## config.mk

```make
export PLATFORM = sky130hd
export DESIGN_NAME = json_string_unescape_utf8
export DESIGN_NICKNAME = d
export VERILOG_FILES = /design/src/hdl/jsu_pkg.sv /design/src/hdl/jsu_decode.sv /design/src/hdl/jsu_outbuf.sv /design/src/hdl/json_string_unescape_utf8.sv
export SDC_FILE = /design/constraint.sdc
export NUM_CORES = 1
export LEC_CHECK = 0
export BUFFER_PORTS_ARGS = -buffer_cell sky130_fd_sc_hd__buf_2
export CAP_MARGIN = 20
export CORE_MARGIN = 10
export CORE_UTILIZATION = 55
export CTS_CLUSTER_DIAMETER = 30
export DETAILED_ROUTE_END_ITERATION = 6
export GPL_TIMING_DRIVEN = 0
export PLACE_DENSITY = 0.73
export SLEW_MARGIN = 10
export SYNTH_ARGS = -nofsm -noshare
export SYNTH_HDL_FRONTEND = slang
export SYNTH_SLANG_ARGS = --single-unit
```

## constraint.sdc

```tcl
create_clock -name clk -period 4 [get_ports clk]
set_clock_uncertainty 0.05 [all_clocks]
set_input_delay 0.2 -clock clk [delete_from_list [all_inputs] [get_ports clk]]
set_output_delay 0.2 -clock clk [all_outputs]
set_load 0.005 [all_outputs]
```

## src/hdl/jsu_pkg.sv

```systemverilog
// Shared types and constants for the JSON string unescaper.
package jsu_pkg;

  typedef struct packed {
    logic [7:0] in_byte;
    logic       end_of_text;
  } in_t;

  typedef struct packed {
    logic [7:0] out_byte;
    logic       byte_valid;
    logic       run_last;
    logic [1:0] status;
  } out_t;

  // One decoded step: up to four bytes, index of the last result, status.
  typedef struct packed {
    logic [3:0][7:0] bytes;
    logic [1:0]      last;
    logic            has_bytes;
    logic [1:0]      status;
  } res_t;

  typedef enum logic [3:0] {
    M_IDLE = 4'd0,
    M_STR  = 4'd1,
    M_ESC  = 4'd2,
    M_HEX  = 4'd3,
    M_PBS  = 4'd4,
    M_PU   = 4'd5,
    M_LOW  = 4'd6,
    M_ERR  = 4'd7
  } mode_t;

  localparam logic [1:0] ST_BUSY = 2'd0;
  localparam logic [1:0] ST_DONE = 2'd1;
  localparam logic [1:0] ST_ERR  = 2'd2;

endpackage

```

## src/hdl/jsu_decode.sv

```systemverilog
// Decode state machine: holds the string state and turns one byte into a result group.
module jsu_decode (
  input  logic         clk,
  input  logic         rst_n,
  input  logic         accept,
  input  jsu_pkg::in_t in_data,
  output jsu_pkg::res_t res
);

  localparam logic [7:0] CH_QUOTE  = 8'h22;
  localparam logic [7:0] CH_BSLASH = 8'h5C;
  localparam logic [7:0] CH_SLASH  = 8'h2F;
  localparam logic [7:0] CH_B      = 8'h62;
  localparam logic [7:0] CH_F      = 8'h66;
  localparam logic [7:0] CH_N      = 8'h6E;
  localparam logic [7:0] CH_R      = 8'h72;
  localparam logic [7:0] CH_T      = 8'h74;
  localparam logic [7:0] CH_U      = 8'h75;

  localparam logic [15:0] HI_MIN = 16'hD800;
  localparam logic [15:0] HI_MAX = 16'hDBFF;
  localparam logic [15:0] LO_MIN = 16'hDC00;
  localparam logic [15:0] LO_MAX = 16'hDFFF;
  localparam logic [20:0] SUPP_BASE = 21'h10000;
  localparam logic [20:0] REPL_CP   = 21'h0FFFD;
  localparam logic [20:0] LIM_1B    = 21'h00080;
  localparam logic [20:0] LIM_2B    = 21'h00800;
  localparam logic [7:0] LEAD_2B  = 8'hC0;
  localparam logic [7:0] LEAD_3B  = 8'hE0;
  localparam logic [7:0] LEAD_4B  = 8'hF0;
  localparam logic [7:0] CONT_B   = 8'h80;
  localparam logic [5:0] CONT_MSK = 6'h3F;

  typedef struct packed {
    logic [3:0][7:0] bytes;
    logic [2:0]      count;
  } enc_t;

  function automatic enc_t utf8_enc(input logic [20:0] cp);
    enc_t e;
    e.bytes = '0;
    if (cp < LIM_1B) begin
      e.bytes[0] = cp[7:0];
      e.count    = 3'd1;
    end else if (cp < LIM_2B) begin
      e.bytes[0] = LEAD_2B | {3'b000, cp[10:6]};
      e.bytes[1] = CONT_B | {2'b00, cp[5:0] & CONT_MSK};
      e.count    = 3'd2;
    end else if (cp < SUPP_BASE) begin
      e.bytes[0] = LEAD_3B | {4'b0000, cp[15:12]};
      e.bytes[1] = CONT_B | {2'b00, cp[11:6]};
      e.bytes[2] = CONT_B | {2'b00, cp[5:0]};
      e.count    = 3'd3;
    end else begin
      e.bytes[0] = LEAD_4B | {5'b00000, cp[20:18]};
      e.bytes[1] = CONT_B | {2'b00, cp[17:12]};
      e.bytes[2] = CONT_B | {2'b00, cp[11:6]};
      e.bytes[3] = CONT_B | {2'b00, cp[5:0]};
      e.count    = 3'd4;
    end
    return e;
  endfunction

  jsu_pkg::mode_t mode_r, mode_nxt;
  logic [15:0] accum_r, accum_nxt;
  logic [1:0]  cnt_r, cnt_nxt;
  logic [15:0] hh_r, hh_nxt;

  logic [7:0]  c;
  logic        hexv;
  logic [3:0]  hexd;
  logic [15:0] acc_new;
  logic        hex_done;
  logic        new_hi, new_lo;
  logic        esc_ok;
  logic [7:0]  esc_chr;
  logic [20:0] pair_cp;

  assign c = in_data.in_byte;

  always_comb begin
    hexv = 1'b1;
    hexd = 4'd0;
    if (c >= 8'h30 && c <= 8'h39) begin
      hexd = c[3:0];
    end else if ((c >= 8'h61 && c <= 8'h66) || (c >= 8'h41 && c <= 8'h46)) begin
      hexd = c[3:0] + 4'd9;
    end else begin
      hexv = 1'b0;
    end
  end

  assign acc_new  = {accum_r[11:0], hexd};
  assign hex_done = hexv && (cnt_r == 2'd3);
  assign new_hi   = (acc_new >= HI_MIN) && (acc_new <= HI_MAX);
  assign new_lo   = (acc_new >= LO_MIN) && (acc_new <= LO_MAX);
  assign pair_cp  = SUPP_BASE + {1'b0, hh_r[9:0], acc_new[9:0]};

  always_comb begin
    esc_ok  = 1'b1;
    esc_chr = c;
    case (c)
      CH_QUOTE, CH_BSLASH, CH_SLASH: esc_chr = c;
      CH_B:    esc_chr = 8'h08;
      CH_F:    esc_chr = 8'h0C;
      CH_N:    esc_chr = 8'h0A;
      CH_R:    esc_chr = 8'h0D;
      CH_T:    esc_chr = 8'h09;
      default: esc_ok  = 1'b0;
    endcase
  end

  // Next state
  always_comb begin
    mode_nxt  = mode_r;
    accum_nxt = accum_r;
    cnt_nxt   = cnt_r;
    hh_nxt    = hh_r;
    unique case (mode_r)
      jsu_pkg::M_IDLE: mode_nxt = (c == CH_QUOTE) ? jsu_pkg::M_STR : jsu_pkg::M_ERR;
      jsu_pkg::M_STR, jsu_pkg::M_PBS: begin
        if (c == CH_QUOTE) mode_nxt = jsu_pkg::M_IDLE;
        else if (c == CH_BSLASH) mode_nxt = (mode_r == jsu_pkg::M_PBS) ?
                                             jsu_pkg::M_PU : jsu_pkg::M_ESC;
        else mode_nxt = jsu_pkg::M_STR;
      end
      jsu_pkg::M_ESC, jsu_pkg::M_PU: begin
        if (c == CH_U) begin
          mode_nxt  = (mode_r == jsu_pkg::M_PU) ? jsu_pkg::M_LOW : jsu_pkg::M_HEX;
          accum_nxt = '0;
          cnt_nxt   = '0;
        end else if (esc_ok) begin
          mode_nxt = jsu_pkg::M_STR;
        end else begin
          mode_nxt = jsu_pkg::M_ERR;
        end
      end
      jsu_pkg::M_HEX, jsu_pkg::M_LOW: begin
        if (!hexv) begin
          mode_nxt = jsu_pkg::M_ERR;
        end else if (hex_done) begin
          cnt_nxt   = '0;
          accum_nxt = '0;
          if (mode_r == jsu_pkg::M_HEX && new_hi) begin
            hh_nxt   = acc_new;
            mode_nxt = jsu_pkg::M_PBS;
          end else begin
            if (mode_r == jsu_pkg::M_LOW) hh_nxt = '0;
            mode_nxt = jsu_pkg::M_STR;
          end
        end else begin
          accum_nxt = acc_new;
          cnt_nxt   = cnt_r + 2'd1;
        end
      end
      default: mode_nxt = jsu_pkg::M_ERR;
    endcase
    if (in_data.end_of_text) begin
      mode_nxt  = jsu_pkg::M_IDLE;
      accum_nxt = '0;
      cnt_nxt   = '0;
      hh_nxt    = '0;
    end
  end

  logic        do_cp, do_fffd, do_chr;
  logic [20:0] cp;
  logic [7:0]  chr;
  logic [1:0]  st;

  // Outputs of the step
  always_comb begin
    do_cp   = 1'b0;
    do_fffd = 1'b0;
    do_chr  = 1'b0;
    cp      = '0;
    chr     = c;
    st      = (mode_r == jsu_pkg::M_ERR) ? jsu_pkg::ST_ERR : jsu_pkg::ST_BUSY;
    unique case (mode_r)
      jsu_pkg::M_IDLE: if (c != CH_QUOTE) st = jsu_pkg::ST_ERR;
      jsu_pkg::M_STR, jsu_pkg::M_PBS: begin
        do_fffd = (mode_r == jsu_pkg::M_PBS) && (c != CH_BSLASH);
        if (c == CH_QUOTE) st = jsu_pkg::ST_DONE;
        else if (c != CH_BSLASH) do_chr = 1'b1;
      end
      jsu_pkg::M_ESC, jsu_pkg::M_PU: begin
        do_fffd = (mode_r == jsu_pkg::M_PU) && (c != CH_U);
        if (c != CH_U) begin
          if (esc_ok) begin
            do_chr = 1'b1;
            chr    = esc_chr;
          end else begin
            st = jsu_pkg::ST_ERR;
          end
        end
      end
      jsu_pkg::M_HEX, jsu_pkg::M_LOW: begin
        if (!hexv) begin
          st = jsu_pkg::ST_ERR;
        end else if (hex_done) begin
          if (mode_r == jsu_pkg::M_HEX) begin
            do_cp = !new_hi;
            cp    = new_lo ? REPL_CP : {5'b00000, acc_new};
          end else begin
            do_cp = 1'b1;
            cp    = new_lo ? pair_cp : REPL_CP;
          end
        end
      end
      default: st = jsu_pkg::ST_ERR;
    endcase
    if (in_data.end_of_text && st != jsu_pkg::ST_DONE) st = jsu_pkg::ST_ERR;
  end

  enc_t enc_cp, enc_repl;
  logic [2:0] n;

  assign enc_cp   = utf8_enc(cp);
  assign enc_repl = utf8_enc(REPL_CP);

  // Pack the bytes of the step; replacement char comes before the plain byte.
  always_comb begin
    res.bytes = '0;
    n         = 3'd0;
    if (do_cp) begin
      res.bytes = enc_cp.bytes;
      n         = enc_cp.count;
    end else begin
      if (do_fffd) begin
        res.bytes = enc_repl.bytes;
        n         = enc_repl.count;
      end
      if (do_chr) begin
        res.bytes[n[1:0]] = chr;
        n = n + 3'd1;
      end
    end
    res.has_bytes = (n != 3'd0);
    res.last      = (n == 3'd0) ? 2'd0 : 2'(n - 3'd1);
    res.status    = st;
  end

  always_ff @(posedge clk) begin
    if (!rst_n) begin
      mode_r  <= jsu_pkg::M_IDLE;
      accum_r <= '0;
      cnt_r   <= '0;
      hh_r    <= '0;
    end else if (accept) begin
      mode_r  <= mode_nxt;
      accum_r <= accum_nxt;
      cnt_r   <= cnt_nxt;
      hh_r    <= hh_nxt;
    end
  end

endmodule

```

## src/hdl/jsu_outbuf.sv

```systemverilog
// Result register: holds one decoded group and hands out its bytes one transfer at a time.
module jsu_outbuf (
  input  logic          clk,
  input  logic          rst_n,
  input  logic          load,
  input  jsu_pkg::res_t res,
  output logic          busy,
  output logic          out_valid,
  input  logic          out_stall,
  output jsu_pkg::out_t out_data
);

  logic            valid_r;
  logic [1:0]      idx_r;
  logic [3:0][7:0] bytes_r;
  logic [1:0]      last_r;
  logic            has_r;
  logic [1:0]      st_r;
  logic            xfer, last_xfer;

  assign xfer      = valid_r && !out_stall;
  assign last_xfer = xfer && (idx_r == last_r);
  // Busy only while results remain after this cycle's transfer.
  assign busy      = valid_r && !last_xfer;

  assign out_valid           = valid_r;
  assign out_data.out_byte   = has_r ? bytes_r[idx_r] : 8'h00;
  assign out_data.byte_valid = has_r;
  assign out_data.run_last   = (idx_r == last_r);
  assign out_data.status     = st_r;

  always_ff @(posedge clk) begin
    if (!rst_n) begin
      valid_r <= 1'b0;
      idx_r   <= '0;
    end else if (load) begin
      valid_r <= 1'b1;
      idx_r   <= '0;
    end else if (last_xfer) begin
      valid_r <= 1'b0;
    end else if (xfer) begin
      idx_r <= idx_r + 2'd1;
    end
  end

  always_ff @(posedge clk) begin
    if (load) begin
      bytes_r <= res.bytes;
      last_r  <= res.last;
      has_r   <= res.has_bytes;
      st_r    <= res.status;
    end
  end

  a_idx_range: assert property (@(posedge clk) disable iff (!rst_n)
    valid_r |-> idx_r <= last_r)
    else $error("result index past last byte");

  a_group_continues: assert property (@(posedge clk) disable iff (!rst_n)
    out_valid && !out_stall && !out_data.run_last |=> out_valid && idx_r != 2'd0)
    else $error("result group cut short");

  a_empty_single: assert property (@(posedge clk) disable iff (!rst_n)
    out_valid && !out_data.byte_valid |-> out_data.run_last && out_data.out_byte == 8'h00)
    else $error("empty result not a single zero entry");

  a_status_code: assert property (@(posedge clk) disable iff (!rst_n)
    out_valid |-> out_data.status != 2'd3)
    else $error("undefined status code");

endmodule

```

## src/hdl/json_string_unescape_utf8.sv

```systemverilog
// JSON string unescaper: raw quoted-string bytes in, UTF-8 value bytes out.
// Each accepted byte yields a group of one to four results; a byte that
// decodes to nothing gives a single result with byte_valid low, and run_last
// marks the end of each group. A group of n results takes n output transfers
// from the single result register, so with out_stall low the input takes one
// byte per cycle while groups are single results and waits out larger groups.
// The next byte is taken in the same cycle that the last result of the previous
// group transfers, so unstalled plain characters run at one byte per clock.
module json_string_unescape_utf8 (
  input  logic          clk,
  input  logic          rst_n,
  input  logic          in_valid,
  output logic          in_stall,
  input  jsu_pkg::in_t  in_data,
  output logic          out_valid,
  input  logic          out_stall,
  output jsu_pkg::out_t out_data
);

  jsu_pkg::res_t res;
  logic          busy;
  logic          accept;

  assign in_stall = busy;
  assign accept   = in_valid && !busy;

  jsu_decode u_decode (
    .clk     (clk),
    .rst_n   (rst_n),
    .accept  (accept),
    .in_data (in_data),
    .res     (res)
  );

  jsu_outbuf u_outbuf (
    .clk       (clk),
    .rst_n     (rst_n),
    .load      (accept),
    .res       (res),
    .busy      (busy),
    .out_valid (out_valid),
    .out_stall (out_stall),
    .out_data  (out_data)
  );

endmodule
```

==> results.ini, run 1 <==
[die]
die_h_um = 111
fp.dieArea_sq_um = 12300
start_util_pct = 55.7
ios = 27
die_x_um = 111
core_sq_um = 8130
rows = 33

[clocking]
clockBufferDepth = 2
cts_buffers = 9
cts_tree = built
cts_resized = 0
postCtsHoldBufs = 0
root_buffer = clkbuf_8
cts_setup_buffers = 0
cts_num_sinks = 65
clk_latency_ns = 0.36
clk_pin_slew_ns = 0.07
htree_levels = 3

[routing]
drc = 0
vias_per_cell = 6.42
drtAntennaViolNets = 0
drt_first_pass_iters = 5
vias = 4163
wirelength_um = 13100
wire_per_inst_um = 20.3
drt_iter0_markers = 299

[grt]
grt_max_degree = 38
grt_overflow = 0
grt_pass1_vias = 3948
grt_use_total_pct = 20.7
grt_pass1_wl_um = 20900
antenna_found_initial = 0

[finish]
n_antenna_cell = 0
final_nets = 560
final_cells = 648
fin_util_pct = 61.2
drive_gt1_share_pct = 17.1
areaGrowthSynthToFinish_pct = 9.88

[logic_synthesis]
synth_xor_area_share_pct = 0.966
netlist_instances = 504
async_flop_share_pct = 0
synthAdderAreaFrac_pct = 2.48
synth_area_leader_cell = edfxtp_1
ys.flop_type = edfxtp_1
synth.ff_latch_count = 65
synth.distinct_cells = 84
ys_top_cells_by_area = edfxtp_1 23%, dfxtp_1 13%, a21oi_1 5.2%
synth_seq_area_share_pct = 36.4
yosys_warnings = 0
synth_top_family_by_area = simple AND/OR/NAND/NOR gates
synth_edf_count = 35
yosysMostFrequentCell = a21oi_1
synth-compound-area-share_pct = 23.8
synth_fp_nets = 526
syn_area_per_cell_sq_um = 8.99
synth_area_sq_um = 4530
synthMuxAreaShare_pct = 5.49
synth-simple-area-share_pct = 26.3
synth_top_area_share_pct = 23.2
synth_common_cells = 47 x a21oi_1, 46 x nand2_1, 35 x edfxtp_1

[timing]
worst_pin_slew_ns = 0.864
finalHoldViolations = 0
slew_viol_final = 0
fin_crit_ns = 3.28
fmax_mhz = 305
max-slew-margin-rel_pct = 41.8
rsz0062_at_grt = false
setup_viol = 0
worst_slack_ns = 0.720
finalSetupTns_ns = 0
finalCritPeriodShare_pct = 82.0

[critical_path]
critPathKind = reg2reg
cp-endpoint = u_decode.accum_r[1]$_SDFFE_PN0P_
path_max_fanout = 37
path_common_cell = buf_2
cp.required_ns = 4.18
slowest_stage = inv_2
cpPeakStageDelay_ns = 0.61
end_kind = register
rr_endpoint = u_decode.accum_r[1]$_SDFFE_PN0P_
r2r_setup_slack_ns = 0.72
startpoint_type = register
reg2reg_from = u_outbuf.idx_r[0]$_SDFFE_PP0P_
crit_arrival_ns = 3.46
path_cells = clkbuf_1 -> xor2_1 -> o31ai_1 -> nand2_1 -> inv_2 -> o31a_1 -> buf_2 -> buf_2 -> mux2i_1 -> nor2_1
cp-startpoint = u_outbuf.idx_r[0]$_SDFFE_PP0P_
reg2regPathDepth = 10

[placement]
hpwlAfterDp_um = 10100
gp_congestion = 0.944
dp.cells = 632
numPortBuffers = 23
dp_slack_ns = 0.708

[job]
maxCapViolCount = 0

[status]
status = finished clean

[power]
ir_drop_mv = 0.198
p_leak_nw = 1.79
p_per_area_nw_per_um2 = 314

[worst_hold_path]
hold_path.class = in2reg

==> worst max-delay path: cells and delay by family, from the launching register on <==
kind | cells | cell delay, ns
buf+inv | 4 | 1.43
compound gates | 2 | 0.62
simple gates | 2 | 0.33
flops | 1 | 0.31
mux | 1 | 0.22
xor+xnor | 1 | 0.17
==> area by class of cell <==
class	instances	area [sq um]
fill	741	3150
multi-input combinational	393	2680
sequential	65	1650
buffer	30	145
tap	105	131
clock buffer	9	124
timing repair buffer	23	115
clock inverter	7	77.6
inverter	16	60.1
==> cells by family after synthesis <==
kind of cell | after synthesis
xor gates and xnor gates | 5
adders and majority gates | 9
buffers and inverters | 46
muxes | 16
and+or+nand+nor | 206
AOI/OAI and AO/OA | 157
DFF | 65
==> sequential cells by signal, summed over array words and instances, names as in the netlist <==
signal	count
u_decode.cnt_r	2
u_outbuf.bytes_r	30
u_outbuf.last_r	2
u_decode.hh_r	10
u_decode.mode_r	3
u_outbuf.idx_r	2
u_outbuf.st_r	2
u_outbuf.has_r	1
u_decode.accum_r	12
u_outbuf.out_valid	1
==> worst min path at each step <==
stage	startpoint	slack (ns)	cells after the start	endpoint
floorplan	in_valid	0.30	2	u_outbuf.out_valid$_SDFFE_PN0P_
global placement	u_decode.hh_r[2]$_SDFFE_PN0P_	0.41	2	u_decode.hh_r[2]$_SDFFE_PN0P_
detailed placement	u_decode.hh_r[2]$_SDFFE_PN0P_	0.41	2	u_decode.hh_r[2]$_SDFFE_PN0P_
CTS	in_valid	0.06	3	u_outbuf.out_valid$_SDFFE_PN0P_
global route	in_valid	0.08	3	u_outbuf.out_valid$_SDFFE_PN0P_
finish	in_valid	0.07	3	u_outbuf.out_valid$_SDFFE_PN0P_
==> power by group <==
part	leakage, nW	switching [mW]	internal (mW)	total, mW
combinational	1.10	0.146	0.0917	0.238
clock	0.0964	0.274	0.292	0.566
sequential	0.589	0.0160	0.745	0.761
total	1.79	0.437	1.13	1.57
==> layer usage <==
layer	up-vias	GRT usage, %	routed length, um
met4	0	8.25	347
li1	1995	-	-
met5	-	0	0
met3	26	4.17	882
met1	1984	27.4	5900
met2	158	32.2	6010
==> layout by cell type, fill, tap and decap left out, types with 6 or more instances in the layout <==
master	instances
nand2b_1	16
buf_2	34
and2_1	14
edfxtp_1	35
a211oi_1	6
mux4_2	7
o31ai_1	8
dfxtp_1	30
nand2_1	46
mux2i_1	8
inv_1	14
nor2_1	21
o21ai_0	16
a21o_1	7
nand3_1	32
ha_1	9
nor3_1	12
nor4_1	6
a21oi_1	47
clkbuf_1	14
clkbuf_8	9
o21ai_1	9
==> per-stage QoR <==
| step | instance area, sq um | power (mW) | hold WS (ns) |
|---|---|---|---|
| after global routing | 4980 | 1.63 | 0.0846 |
| after global placement | 4780 | 1.01 | 0.407 |
| after detailed placement | 4780 | 1.01 | 0.409 |
| after CTS | 4980 | 1.58 | 0.0575 |
| after floorplan | 4530 | 0.931 | 0.300 |
| final | 4980 | 1.57 | 0.0713 |
Note: power is estimated with default switching activity, not from simulation.
==> inputs of run 2 (changes only) <==
Settings changed: ABC_AREA set to 1, PLACE_DENSITY 0.73 to 0.76.
Clock period 4 ns to 2.6 ns, I/O delays scaled along.
==> results.ini, run 2 <==
[status]
status = finished clean

[finish]
largest_registers = u_outbuf.bytes_r x30, u_decode.accum_r x12, u_decode.hh_r x10
stdcell_area_sq_um = 5620
mostFrequentLayoutCell = nand2_1
fin_util_pct = 68.8
final_cell_mix = 114 x nand2_1, 83 x nor2_1, 60 x inv_1
n_antenna_cell = 0
largest_reg_flops = 30
drive_gt1_share_pct = 25.9
final_nets = 754
areaGrowthSynthToFinish_pct = 22.1
top_register = u_outbuf.bytes_r

[power]
p_int_mw = 1.68
p_clk_share_pct = 31.8
p_per_area_nw_per_um2 = 434
ir_drop_mv = 0.228
power_frac_seq_pct = 49.4
power.switching_mw = 0.758
p_leak_nw = 2.49
pwr-share-comb_pct = 18.8
switching_share_pct = 31.1

[logic_synthesis]
synthMuxAreaShare_pct = 0
synth.ff_latch_count = 65
netlist_instances = 664
synth-simple-area-share_pct = 34.1
synth_top_area_share_pct = 22.8
synth_area_sq_um = 4600
ys_top_cells_by_area = edfxtp_1 23%, dfxtp_1 13%, nand2_1 11%
synth_edf_count = 35
syn_area_per_cell_sq_um = 6.93
synth_seq_area_share_pct = 35.9
synth_fp_nets = 686
ys.flop_type = edfxtp_1
synth_common_cells = 130 x nand2_1, 89 x nor2_1, 65 x inv_1
synth.distinct_cells = 47
synth_xor_area_share_pct = 0.761
synth-compound-area-share_pct = 17.9
yosysMostFrequentCell = nand2_1
yosys_warnings = 0
synthAdderAreaFrac_pct = 2.45
synth_area_leader_cell = edfxtp_1
async_flop_share_pct = 0
synth_top_family_by_area = simple AND/OR/NAND/NOR gates

[routing]
drt_first_pass_iters = 5
met2_length_um = 6690
drt_iter0_markers = 590
wl_met3_um = 944
met1_length_um = 5700
drc = 0
routed.top_layer = met4
vias_per_cell = 5.85
drtAntennaViolNets = 0
wirelength_um = 14100
wire_per_inst_um = 16.7
vias = 4929

[die]
fp.dieArea_sq_um = 12400
die_x_um = 111
rows = 33
start_util_pct = 56.3
ios = 27
die_h_um = 111
core_sq_um = 8180

[timing]
fmax_mhz = 391
worst_pin_slew_ns = 0.641
slew_viol_final = 0
fin_crit_ns = 2.56
setup_viol = 0
max-slew-margin-rel_pct = 57.1
finalCritPeriodShare_pct = 98.4
finalHoldViolations = 0

[worst_hold_path]
hold_path.class = in2reg
hp-start = out_stall

[grt]
grt_use_total_pct = 20.7
grt_pass1_wl_um = 21400
antenna_found_initial = 0
grt_max_degree = 19
grt_pass1_vias = 4340
grt_overflow = 0

[clocking]
root_buffer = clkbuf_8
htree_levels = 3
clockBufferDepth = 2
postCtsHoldBufs = 0
cts_tree = built
clk_pin_slew_ns = 0.08
cts_num_sinks = 65
cts_buffers = 9
clk_latency_ns = 0.35

[critical_path]
cp-endpoint = u_outbuf.last_r[1]$_SDFFCE_PN0P_
end_kind = register
reg2reg_from = u_decode.accum_r[9]$_SDFFE_PN0P_
path_max_fanout = 7
cp.required_ns = 2.66
startpoint_type = register
rr_endpoint = u_outbuf.last_r[1]$_SDFFCE_PN0P_
critPathKind = reg2reg
cp-startpoint = u_decode.accum_r[9]$_SDFFE_PN0P_
reg2regPathDepth = 19
crit_arrival_ns = 2.62
r2r_setup_slack_ns = 0.04

[placement]
hpwlAfterDp_um = 10300
gp_congestion = 0.993
numPortBuffers = 25
postPlaceCellArea_sq_um = 4860

[job]
maxCapViolCount = 0

-- run 2: cell types whose count changed in the layout (fill, tap and decap cells not counted), moves of 10 or more --
cell / previous run / this run
o21ai_0: 16 / 49
inv_1: 14 / 60
nand2_2: 0 / 18
nand2_1: 46 / 114
nand2b_1: 16 / 0
nand3_1: 32 / 48
inv_2: 2 / 14
nand2_4: 0 / 10
and2_1: 14 / 0
buf_4: 3 / 33
a21oi_1: 47 / 59
clkbuf_1: 14 / 3
nor2_1: 21 / 83
nand4_1: 4 / 14
-- run 2: repair_timing --
item / CTS / global route
resized for setup: 32 / 66
cloned: 1 / 1
setup buffers: 7 / 23
pin swaps: 4 / 15
setup endpoints to repair: 16 / 13
-- run 2: power groups by stage --
stage,Combinational [mW],Clock [mW],Sequential [mW]
floorplan,0.281,0,1.22
detailed placement,0.405,0,1.23
finish,0.459,0.775,1.21
global placement,0.399,0,1.22
global route,0.512,0.824,1.21
CTS,0.419,0.779,1.20
-- run 2: worst min-delay path by stage --
stage	slack [ns]	end	cells past startpoint
3_3_place_gp	0.39	u_decode.hh_r[3]$_SDFFE_PN0P_	2
4_1_cts	0.05	u_decode.accum_r[1]$_SDFFE_PN0P_	3
2_1_floorplan	0.22	u_decode.hh_r[8]$_SDFFE_PN0P_	2
3_5_place_dp	0.41	u_decode.hh_r[5]$_SDFFE_PN0P_	2
6_report	0.07	u_outbuf.idx_r[0]$_SDFFE_PP0P_	4
5_1_grt	0.06	u_decode.accum_r[1]$_SDFFE_PN0P_	3
-- run 2: cell families after synthesis --
kind of cell             Yosys count
AND/OR/NAND/NOR                  338
AO/OA/AOI/OAI                    148
buffers and inverters            100
flip-flops                        65
adder cells (fa/ha/maj)            9
XOR/XNOR                           4
-- run 2: worst max-delay path, stage by stage, from the launching register on --
cell     delay (ns)
dfxtp_1        0.32
inv_2          0.08
nand2_4        0.07
nor2_4         0.14
buf_12         0.13
nand2_4        0.08
nand3_1        0.08
nand2_1        0.05
nor2_1         0.18
nand2_2        0.11
nand2_2        0.11
inv_1          0.04
nand2_1        0.07
nor2_2         0.05
nand2_4        0.13
nand2_8        0.08
nor2_2         0.14
a21oi_2        0.04
ha_2           0.32
nor2_1         0.04
-- run 2: cell type report --
type                    count  area, sq um
multi-input cells         499         2800
fillers                   702         2550
flip-flops and latches     65         1670
repair buffers             56          390
inverters                  81          320
plain buffers              19          138
well taps                 105          131
clock buffers              10          129
clock inverters             6         42.5
repair inverters            1         7.51
-- run 2: per-stage QoR --
stage                     hold WS, ns  cells  setup TNS, ns  power [mW]  setup WS (ns)
after floorplan                 0.216    664              0        1.50          0.116
after global routing           0.0609    842         -0.138        2.55        -0.0670
after global placement          0.393    794          -4.93        1.62         -0.397
after detailed placement        0.412    794          -5.88        1.63         -0.416
after CTS                      0.0518    818              0        2.40        0.00566
final                          0.0704    842              0        2.44         0.0412
-- run 2: metal layers --
| metal | global-route usage (%) | vias to the layer above |
|---|---|---|
| met2 | 34.7 | 241 |
| met4 | 11.4 | 0 |
| met5 | 0 | - |
| met1 | 24.4 | 2234 |
| met3 | 3.76 | 67 |
| li1 | - | 2387 |
